### src/rtl/core/mrr_pkg.sv
// mrr_pkg: shared types for the Miller-Rabin round block.
// Holds the command and status groups between controller and datapath.
// No dependencies.
package mrr_pkg;

  typedef struct packed {
    logic load;
    logic prep;
    logic norm_step;
    logic div_step;
    logic base_set;
    logic mul_start;
    logic mul_sel_base;
    logic mul_step;
    logic mul_done;
    logic exp_shift;
  } mrr_cmd_t;

  typedef struct packed {
    logic n_lt2;
    logic n_even;
    logic n_is_two;
    logic odd_lsb;
    logic exp_msb;
    logic x_is_one;
    logic x_is_nm1;
  } mrr_stat_t;

  localparam int unsigned InFieldBits = 64;
  localparam int unsigned OutDataBits = 8;

endpackage

### src/rtl/core/mrr_dp.sv
// mrr_dp: datapath of the Miller-Rabin round.
// Seed reduction by n-1 (restoring, one bit a cycle), odd-part extraction,
// and a bit-serial shift-add modular multiplier. Depends on mrr_pkg.
module mrr_dp #(
  parameter int unsigned WORD_BITS = 64
) (
  input  logic                   clk,
  input  logic [WORD_BITS-1:0]   number,
  input  logic [WORD_BITS-1:0]   witness_seed,
  input  mrr_pkg::mrr_cmd_t      cmd,
  output mrr_pkg::mrr_stat_t     stat
);
  import mrr_pkg::*;

  localparam int unsigned W = WORD_BITS;

  logic [W-1:0] n;
  logic [W-1:0] nm1;
  logic [W-1:0] seed_sh;
  logic [W-1:0] rem;
  logic [W-1:0] expo;
  logic [W-1:0] base;
  logic [W-1:0] x;
  logic [W-1:0] acc;
  logic [W-1:0] yy;
  logic [W-1:0] xx;

  logic [W:0]   rem_sh;
  logic [W:0]   rem_sub;
  logic [W-1:0] acc_add;
  logic [W-1:0] yy_dbl;

  // (a + b) mod m for a, b < m
  function automatic logic [W-1:0] add_mod(input logic [W-1:0] a,
                                           input logic [W-1:0] b,
                                           input logic [W-1:0] m);
    logic [W-1:0] room;
    begin
      room = m - b;
      add_mod = (a >= room) ? (a - room) : (a + b);
    end
  endfunction

  always_comb begin
    rem_sh  = {rem, seed_sh[W-1]};
    rem_sub = rem_sh - {1'b0, nm1};
    acc_add = add_mod(acc, yy, n);
    yy_dbl  = add_mod(yy, yy, n);
  end

  always_ff @(posedge clk) begin
    if (cmd.load) begin
      n       <= number;
      seed_sh <= witness_seed;
    end
    if (cmd.prep) begin
      nm1  <= n - W'(1);
      expo <= n - W'(1);
      rem  <= '0;
    end
    if (cmd.norm_step) begin
      expo <= expo >> 1;
    end
    if (cmd.div_step) begin
      seed_sh <= seed_sh << 1;
      if (rem_sh >= {1'b0, nm1}) begin
        rem <= rem_sub[W-1:0];
      end else begin
        rem <= rem_sh[W-1:0];
      end
    end
    if (cmd.base_set) begin
      base <= rem + W'(1);
      x    <= W'(1);
    end
    if (cmd.exp_shift) begin
      expo <= expo << 1;
    end
    if (cmd.mul_start) begin
      acc <= '0;
      xx  <= x;
      yy  <= cmd.mul_sel_base ? base : x;
    end
    if (cmd.mul_step) begin
      if (xx[0]) begin
        acc <= acc_add;
      end
      yy <= yy_dbl;
      xx <= xx >> 1;
    end
    if (cmd.mul_done) begin
      x <= acc;
    end
  end

  always_comb begin
    stat.n_lt2    = (n < W'(2));
    stat.n_even   = ~n[0];
    stat.n_is_two = (n == W'(2));
    stat.odd_lsb  = expo[0];
    stat.exp_msb  = expo[W-1];
    stat.x_is_one = (x == W'(1));
    stat.x_is_nm1 = (x == nm1);
  end

endmodule

### src/rtl/core/mrr_ctrl.sv
// mrr_ctrl: controller of the Miller-Rabin round.
// Sequences classification, seed reduction, exponentiation and the final
// squarings, and holds the result register. Depends on mrr_pkg.
module mrr_ctrl #(
  parameter int unsigned WORD_BITS = 64
) (
  input  logic                              clk,
  input  logic                              rst,
  input  logic                              s_tvalid,
  output logic                              s_tready,
  output logic                              m_tvalid,
  input  logic                              m_tready,
  output logic [mrr_pkg::OutDataBits-1:0]   m_tdata,
  output mrr_pkg::mrr_cmd_t                 cmd,
  input  mrr_pkg::mrr_stat_t                stat
);
  import mrr_pkg::*;

  localparam int unsigned CW = $clog2(WORD_BITS);
  localparam logic [CW-1:0] LastStep = CW'(WORD_BITS - 1);

  typedef enum logic [3:0] {
    S_IDLE,
    S_CLASSIFY,
    S_NORM,
    S_DIV,
    S_BASE,
    S_NEXT,
    S_MUL_RUN,
    S_MUL_END,
    S_CHECK,
    S_DONE
  } state_t;

  typedef enum logic [1:0] {
    K_FIRST,
    K_SQ,
    K_BASE,
    K_TAIL
  } kind_t;

  state_t        state;
  kind_t         kind;
  logic [CW-1:0] cnt;
  logic [CW-1:0] twos;
  logic [CW-1:0] ebit;
  logic          verdict;

  logic tail_more;
  assign tail_more = (twos >= CW'(2));

  always_comb begin
    cmd      = '0;
    s_tready = (state == S_IDLE);
    case (state)
      S_IDLE: begin
        cmd.load = s_tvalid;
      end
      S_CLASSIFY: begin
        cmd.prep = ~stat.n_lt2 & ~stat.n_even;
      end
      S_NORM: begin
        cmd.norm_step = ~stat.odd_lsb;
      end
      S_DIV: begin
        cmd.div_step = 1'b1;
      end
      S_BASE: begin
        cmd.base_set = 1'b1;
      end
      S_NEXT: begin
        case (kind)
          K_FIRST: begin
            cmd.mul_start = 1'b1;
          end
          K_SQ: begin
            if (stat.exp_msb) begin
              cmd.mul_start    = 1'b1;
              cmd.mul_sel_base = 1'b1;
            end else begin
              cmd.exp_shift = 1'b1;
              cmd.mul_start = (ebit != LastStep);
            end
          end
          K_BASE: begin
            cmd.exp_shift = 1'b1;
            cmd.mul_start = (ebit != LastStep);
          end
          K_TAIL: begin
            cmd.mul_start = ~stat.x_is_nm1 & tail_more;
          end
          default: begin
            cmd.mul_start = 1'b0;
          end
        endcase
      end
      S_MUL_RUN: begin
        cmd.mul_step = 1'b1;
      end
      S_MUL_END: begin
        cmd.mul_done = 1'b1;
      end
      S_CHECK: begin
        cmd.mul_start = ~stat.x_is_one & ~stat.x_is_nm1 & tail_more;
      end
      default: begin
        cmd = '0;
      end
    endcase
  end

  always_ff @(posedge clk) begin
    if (rst) begin
      state    <= S_IDLE;
      kind     <= K_FIRST;
      cnt      <= '0;
      twos     <= '0;
      ebit     <= '0;
      verdict  <= 1'b0;
      m_tvalid <= 1'b0;
      m_tdata  <= '0;
    end else begin
      if (m_tvalid && m_tready && state != S_DONE) begin
        m_tvalid <= 1'b0;
      end
      case (state)
        S_IDLE: begin
          if (s_tvalid) begin
            state <= S_CLASSIFY;
          end
        end
        S_CLASSIFY: begin
          twos <= '0;
          if (stat.n_lt2) begin
            verdict <= 1'b0;
            state   <= S_DONE;
          end else if (stat.n_even) begin
            verdict <= stat.n_is_two;
            state   <= S_DONE;
          end else begin
            state <= S_NORM;
          end
        end
        S_NORM: begin
          if (!stat.odd_lsb) begin
            twos <= twos + CW'(1);
          end else begin
            cnt   <= '0;
            state <= S_DIV;
          end
        end
        S_DIV: begin
          cnt <= cnt + CW'(1);
          if (cnt == LastStep) begin
            state <= S_BASE;
          end
        end
        S_BASE: begin
          kind  <= K_FIRST;
          ebit  <= '0;
          state <= S_NEXT;
        end
        S_NEXT: begin
          cnt <= '0;
          case (kind)
            K_FIRST: begin
              kind  <= K_SQ;
              state <= S_MUL_RUN;
            end
            K_SQ: begin
              if (stat.exp_msb) begin
                kind  <= K_BASE;
                state <= S_MUL_RUN;
              end else if (ebit == LastStep) begin
                state <= S_CHECK;
              end else begin
                ebit  <= ebit + CW'(1);
                state <= S_MUL_RUN;
              end
            end
            K_BASE: begin
              if (ebit == LastStep) begin
                state <= S_CHECK;
              end else begin
                ebit  <= ebit + CW'(1);
                kind  <= K_SQ;
                state <= S_MUL_RUN;
              end
            end
            K_TAIL: begin
              if (stat.x_is_nm1) begin
                verdict <= 1'b1;
                state   <= S_DONE;
              end else if (!tail_more) begin
                verdict <= 1'b0;
                state   <= S_DONE;
              end else begin
                twos  <= twos - CW'(1);
                state <= S_MUL_RUN;
              end
            end
            default: begin
              state <= S_IDLE;
            end
          endcase
        end
        S_MUL_RUN: begin
          cnt <= cnt + CW'(1);
          if (cnt == LastStep) begin
            state <= S_MUL_END;
          end
        end
        S_MUL_END: begin
          state <= S_NEXT;
        end
        S_CHECK: begin
          cnt <= '0;
          if (stat.x_is_one || stat.x_is_nm1) begin
            verdict <= 1'b1;
            state   <= S_DONE;
          end else if (!tail_more) begin
            verdict <= 1'b0;
            state   <= S_DONE;
          end else begin
            twos  <= twos - CW'(1);
            kind  <= K_TAIL;
            state <= S_MUL_RUN;
          end
        end
        S_DONE: begin
          if (!m_tvalid || m_tready) begin
            m_tvalid <= 1'b1;
            m_tdata  <= {{(OutDataBits-1){1'b0}}, verdict};
            state    <= S_IDLE;
          end
        end
        default: begin
          state <= S_IDLE;
        end
      endcase
    end
  end

endmodule

### src/rtl/core/miller_rabin_round.sv
// miller_rabin_round: top level of one Miller-Rabin primality round.
// Instantiates mrr_ctrl and mrr_dp; depends on mrr_pkg.
//
// One transfer in gives one verdict out. Odd candidates of 3 and up run
// W squarings, W = WORD_BITS, one product per set bit of the odd part of
// n-1 and up to s-1 closing squarings, s = trailing zeros of n-1. Each
// product runs on the bit-serial shift-add multiplier; 0, 1 and even
// numbers are decided at classification with no products. One candidate
// is worked at a time; the next one is taken while a verdict still waits
// in the output register.
module miller_rabin_round #(
  parameter int unsigned WORD_BITS = 64
) (
  input  logic                                clk,
  input  logic                                rst,
  input  logic                                s_tvalid,
  output logic                                s_tready,
  // [63:0] number, [127:64] witness_seed
  input  logic [2*mrr_pkg::InFieldBits-1:0]   s_tdata,
  output logic                                m_tvalid,
  input  logic                                m_tready,
  // [0] probably_prime, [7:1] zero
  output logic [mrr_pkg::OutDataBits-1:0]     m_tdata
);
  import mrr_pkg::*;

  mrr_cmd_t  cmd;
  mrr_stat_t stat;

  logic [WORD_BITS-1:0] number;
  logic [WORD_BITS-1:0] witness_seed;

  assign number       = s_tdata[WORD_BITS-1:0];
  assign witness_seed = s_tdata[InFieldBits +: WORD_BITS];

  mrr_ctrl #(
    .WORD_BITS (WORD_BITS)
  ) u_ctrl (
    .clk      (clk),
    .rst      (rst),
    .s_tvalid (s_tvalid),
    .s_tready (s_tready),
    .m_tvalid (m_tvalid),
    .m_tready (m_tready),
    .m_tdata  (m_tdata),
    .cmd      (cmd),
    .stat     (stat)
  );

  mrr_dp #(
    .WORD_BITS (WORD_BITS)
  ) u_dp (
    .clk          (clk),
    .number       (number),
    .witness_seed (witness_seed),
    .cmd          (cmd),
    .stat         (stat)
  );

endmodule
### config.mk
export PLATFORM = sky130hd
export DESIGN_NAME = miller_rabin_round
export DESIGN_NICKNAME = d
export VERILOG_FILES = /design/src/rtl/core/mrr_pkg.sv /design/src/rtl/core/mrr_dp.sv /design/src/rtl/core/mrr_ctrl.sv /design/src/rtl/core/miller_rabin_round.sv
export SDC_FILE = /design/constraint.sdc
export NUM_CORES = 2
export LEC_CHECK = 0
export BUFFER_PORTS_ARGS = -buffer_cell sky130_fd_sc_hd__clkbuf_2
export CAP_MARGIN = 20
export CORE_UTILIZATION = 55
export DETAILED_ROUTE_END_ITERATION = 8
export HOLD_SLACK_MARGIN = 0.05
export PLACE_DENSITY = 0.77
export SYNTH_ARGS = -nofsm -noshare
export SYNTH_HDL_FRONTEND = slang
export SYNTH_HIERARCHICAL = 1
export SYNTH_SLANG_ARGS = --single-unit
### constraint.sdc
create_clock -name clk -period 9.1 [get_ports clk]
set_clock_uncertainty 0.2 [all_clocks]
set_input_delay 0 -clock clk [delete_from_list [all_inputs] [get_ports clk]]
set_output_delay 0 -clock clk [all_outputs]
set_load 0.03 [all_outputs]
==> results.md <==
- Outcome: completed
- Startpoint Class: flip-flop
- Register area share after synthesis: 39.31%
- Synth Register Bits: 667
- Initial core utilization: 55.71%
- Largest stage delay, worst path: 530 ps
- Fin area: 55160 sq um
- Least-Margin Pin Slew: 1098 ps
- Req. time, crit path: just over 9000 ps
- Clock Latency Late Sink: roughly 630 ps
- NumNets Final: slightly below 6000
- IO Count: 142
- Clock sink count: around 670
- Most common cell in the netlist: edfxtp_1
- Crit Path Class: flip-flop to flip-flop
- Hold Crit Class: input port to flip-flop
- Mapped cell area: just under 50000 sq um
- Worst Path Arrival: just under 9000 ps
- Clock-pin slew on the worst setup and hold paths: 60 ps
- R2r worst-path depth: 31
- Pre-CTS setup slack: ~650 ps
- Final Slew Violations: 0
- Die extent in x: 299.1 um
- Initial antenna violation count: 4
- Number of global-route vias before repair: 39370
- Post-synth top area share: 35.43%
- Fin Setup TNS: 0 ps
- Routed wire per std cell: 23.87 um
- CTS tree: yes
- Routability congestion estimate: 1.101
- Post-synthesis cell type count: 107
- Syn avg cell area: 9.490 sq um
- Share of cells above drive strength 1: 7.969%
- Reg2Reg Capture Point: u_dp/yy[16]$_DFFE_PP_
- Dominant synthesized flop cell: edfxtp_1
- Largest net degree at the start of global routing: 167
- Final min period: 8603 ps
- RSZ-0062 raised after global routing: no
- Cells after Synth: 5117
- MaxCap Viol Count: 0
- Via Count: 42400
- Worst Setup Slack, final: about 500 ps
- First-pass GRT wire length: 236.7 mm
- Total GRT Usage: 34.57%
- Number of synthesized flops with an enable pin: 573
- Max FO, Critical Path: 61
- Final core utilization: 63.28%
- Placed Area: 50280 sq um
- Top post-synthesis cells by count: 573 x edfxtp_1, 448 x a21oi_1, 379 x nand2_1, 339 x nor2_1, 327 x ha_1
- Synth top area cells: edfxtp_1 35%, ha_1 8.4%, a21oi_1 4.6%, xnor2_1 4.6%, xor2_1 4.2%
- Vias per inst: 6.385
- Drt pass-1 iters: 6
- Pwr Density: about 240 nW/um^2
- Initial DRC Count: 5695
- Post-DRT Antenna Nets: 0
- Hold depth: 3
- H-tree depth: 3
- Worst slew margin: 26.83%
- Core area: ~87000 sq um
- Area Overhead vs Synth: 13.59%
- Maximum VDD drop: around 240 uV
- Period utilization: a little over nine tenths
- Most used cell, CP: a21oi_1
- Detail Placement HPWL: 115.3 mm
- Reg-to-Reg Start: u_dp/n[0]$_DFFE_PP_
- R2R setup slack: 500 ps
- Hold Crit Start: s_tdata[107]
- Clk buf depth: 3
- FFs w/ async S/R, synth: 0%
- Routed WL: 158.5 mm
- Final Power: 13.23 mW
- Number of remaining DRC errors: 0
- Final setup viols: 0
- WHS Endpoint: u_dp/seed_sh[43]$_DFFE_PP_
- CTS Root Cell: clkbuf_16
- Die H: 299.1 um
- Fill cells: 6944
- TritonCTS Buffers: 71
- Peak Freq: 116.2 MHz
- Slowest CP cell: o41ai_4
- CP endpoint kind: flip-flop
- Yosys top cell by area: edfxtp_1
- Fin. Hold Viols: 0
- Grt total ovfl: 0
- Rows: 108
- Yosys warns: 6
- Full die area: just under 90000 sq um
- # port buffers: 134
- Pleak: about 22 nW
-- cell usage in the layout, fill, tap and decap left out, types with 141 or more instances in the layout --
master         Yosys  final
a21o_1           220    220
mux2i_1          141    141
xor2_1           232    232
nor2_1           339    335
nand2_1          379    377
dlygate4sd3_1      0    261
a21oi_1          448    447
xnor2_1          254    254
inv_1            227    227
o21ai_0          278    278
edfxtp_1         573    573
ha_1             327    327
-- layer usage --
| layer | wire length (um) | GRT usage, % | part of all wire (%) | vias to the layer above |
|---|---|---|---|---|
| met5 | 0 | 0 | 0 | - |
| met4 | 7145 | 14.78 | 4.5 | 0 |
| met3 | 18450 | 6.262 | 12 | 278 |
| met2 | 66840 | 50.80 | 42 | 2458 |
| met1 | 66100 | 49.86 | 42 | 20120 |
| li1 | - | - | - | 19550 |
-- worst max path at each step --
stage                    startpoint                 endpoint  slack [ps]
4_1_cts         u_dp/n[0]$_DFFE_PP_    u_dp/yy[16]$_DFFE_PP_         650
3_5_place_dp    u_dp/n[0]$_DFFE_PP_    u_dp/yy[16]$_DFFE_PP_         650
5_1_grt        u_dp/yy[1]$_DFFE_PP_    u_dp/yy[18]$_DFFE_PP_          20
6_report        u_dp/n[0]$_DFFE_PP_    u_dp/yy[16]$_DFFE_PP_         500
2_1_floorplan  u_dp/n[16]$_DFFE_PP_  u_dp/expo[10]$_DFFE_PP_        1010
3_3_place_gp    u_dp/n[0]$_DFFE_PP_     u_dp/acc[59]$_DFF_P_         920
-- area by class of cell --
cell class,instances,area [sq um],area share [%]
tap,1155,1445,2.620
clock inverter,42,349.1,0.6329
timing repair buffer,444,3696,6.701
antenna,2,5.005,0.009074
inverter,230,863.3,1.565
sequential,667,19090,34.61
multi-input combinational,4014,27820,50.44
clock buffer,87,1892,3.430
-- critical path, delay by kind of cell (launching register included) --
family          cells  cell delay (ps)
buf+inv             5              980
xor+xnor            1              380
simple gates        2              480
flops               1              480
compound gates     20             4690
fa+ha+maj           3             1030
-- kinds of logic (layout without fill, tap and decap cells) --
family                   Yosys count  count (layout)  synth area share [%]
AND/OR/NAND/NOR                 1506            1506                 15.47
XOR/XNOR                         488             488                 8.846
buffers and inverters            442             803                 3.636
adder cells (fa/ha/maj)          335             335                 8.714
multiplexers                     206             206                 4.419
other                              1               9              0.007723
flip-flops                       667             667                 39.31
AO/OA/AOI/OAI                   1472            1472                 19.60
-- registers in the layout, indices dropped and copies added (netlist names) --
signal	flops
u_dp/n	64
u_dp/expo	64
u_dp/seed_sh	64
u_ctrl/state	4
u_ctrl/verdict	1
u_ctrl/cnt	6
u_ctrl/kind	2
u_dp/nm1	64
u_dp/xx	64
u_dp/rem	64
u_dp/x	64
u_dp/yy	64
u_dp/base	64
u_ctrl/m_tvalid	1
u_ctrl/twos	6
u_ctrl/m_tdata	1
u_ctrl/ebit	6
u_dp/acc	64
-- power breakdown --
group          switching [mW]  leakage, nW  internal, mW  total (mW)
Sequential              0.551         5.94          3.96        4.51
Combinational            3.55         14.8          2.25        5.80
Clock                    1.29         1.09          1.63        2.92
Total                    5.40         21.8          7.83        13.2
-- timing repair --
| action | CTS | global route |
|---|---|---|
| endpoints found under the setup margin | 0 | 0 |
| buffers inserted | 0 | 0 |
| hold endpoints to repair | 173 | 0 |
| hold buffers | 261 | 0 |
| resized for setup | 0 | 0 |
-- through the flow --
step                hold slack [ps]  cells
finish                        108.5   6641
global route                  120.7   6641
CTS                           52.18   6636
detailed placement           -21.39   6246
global placement             -23.67   6245
floorplan                    -101.1   5123
Power figures use the tool's default switching activity.
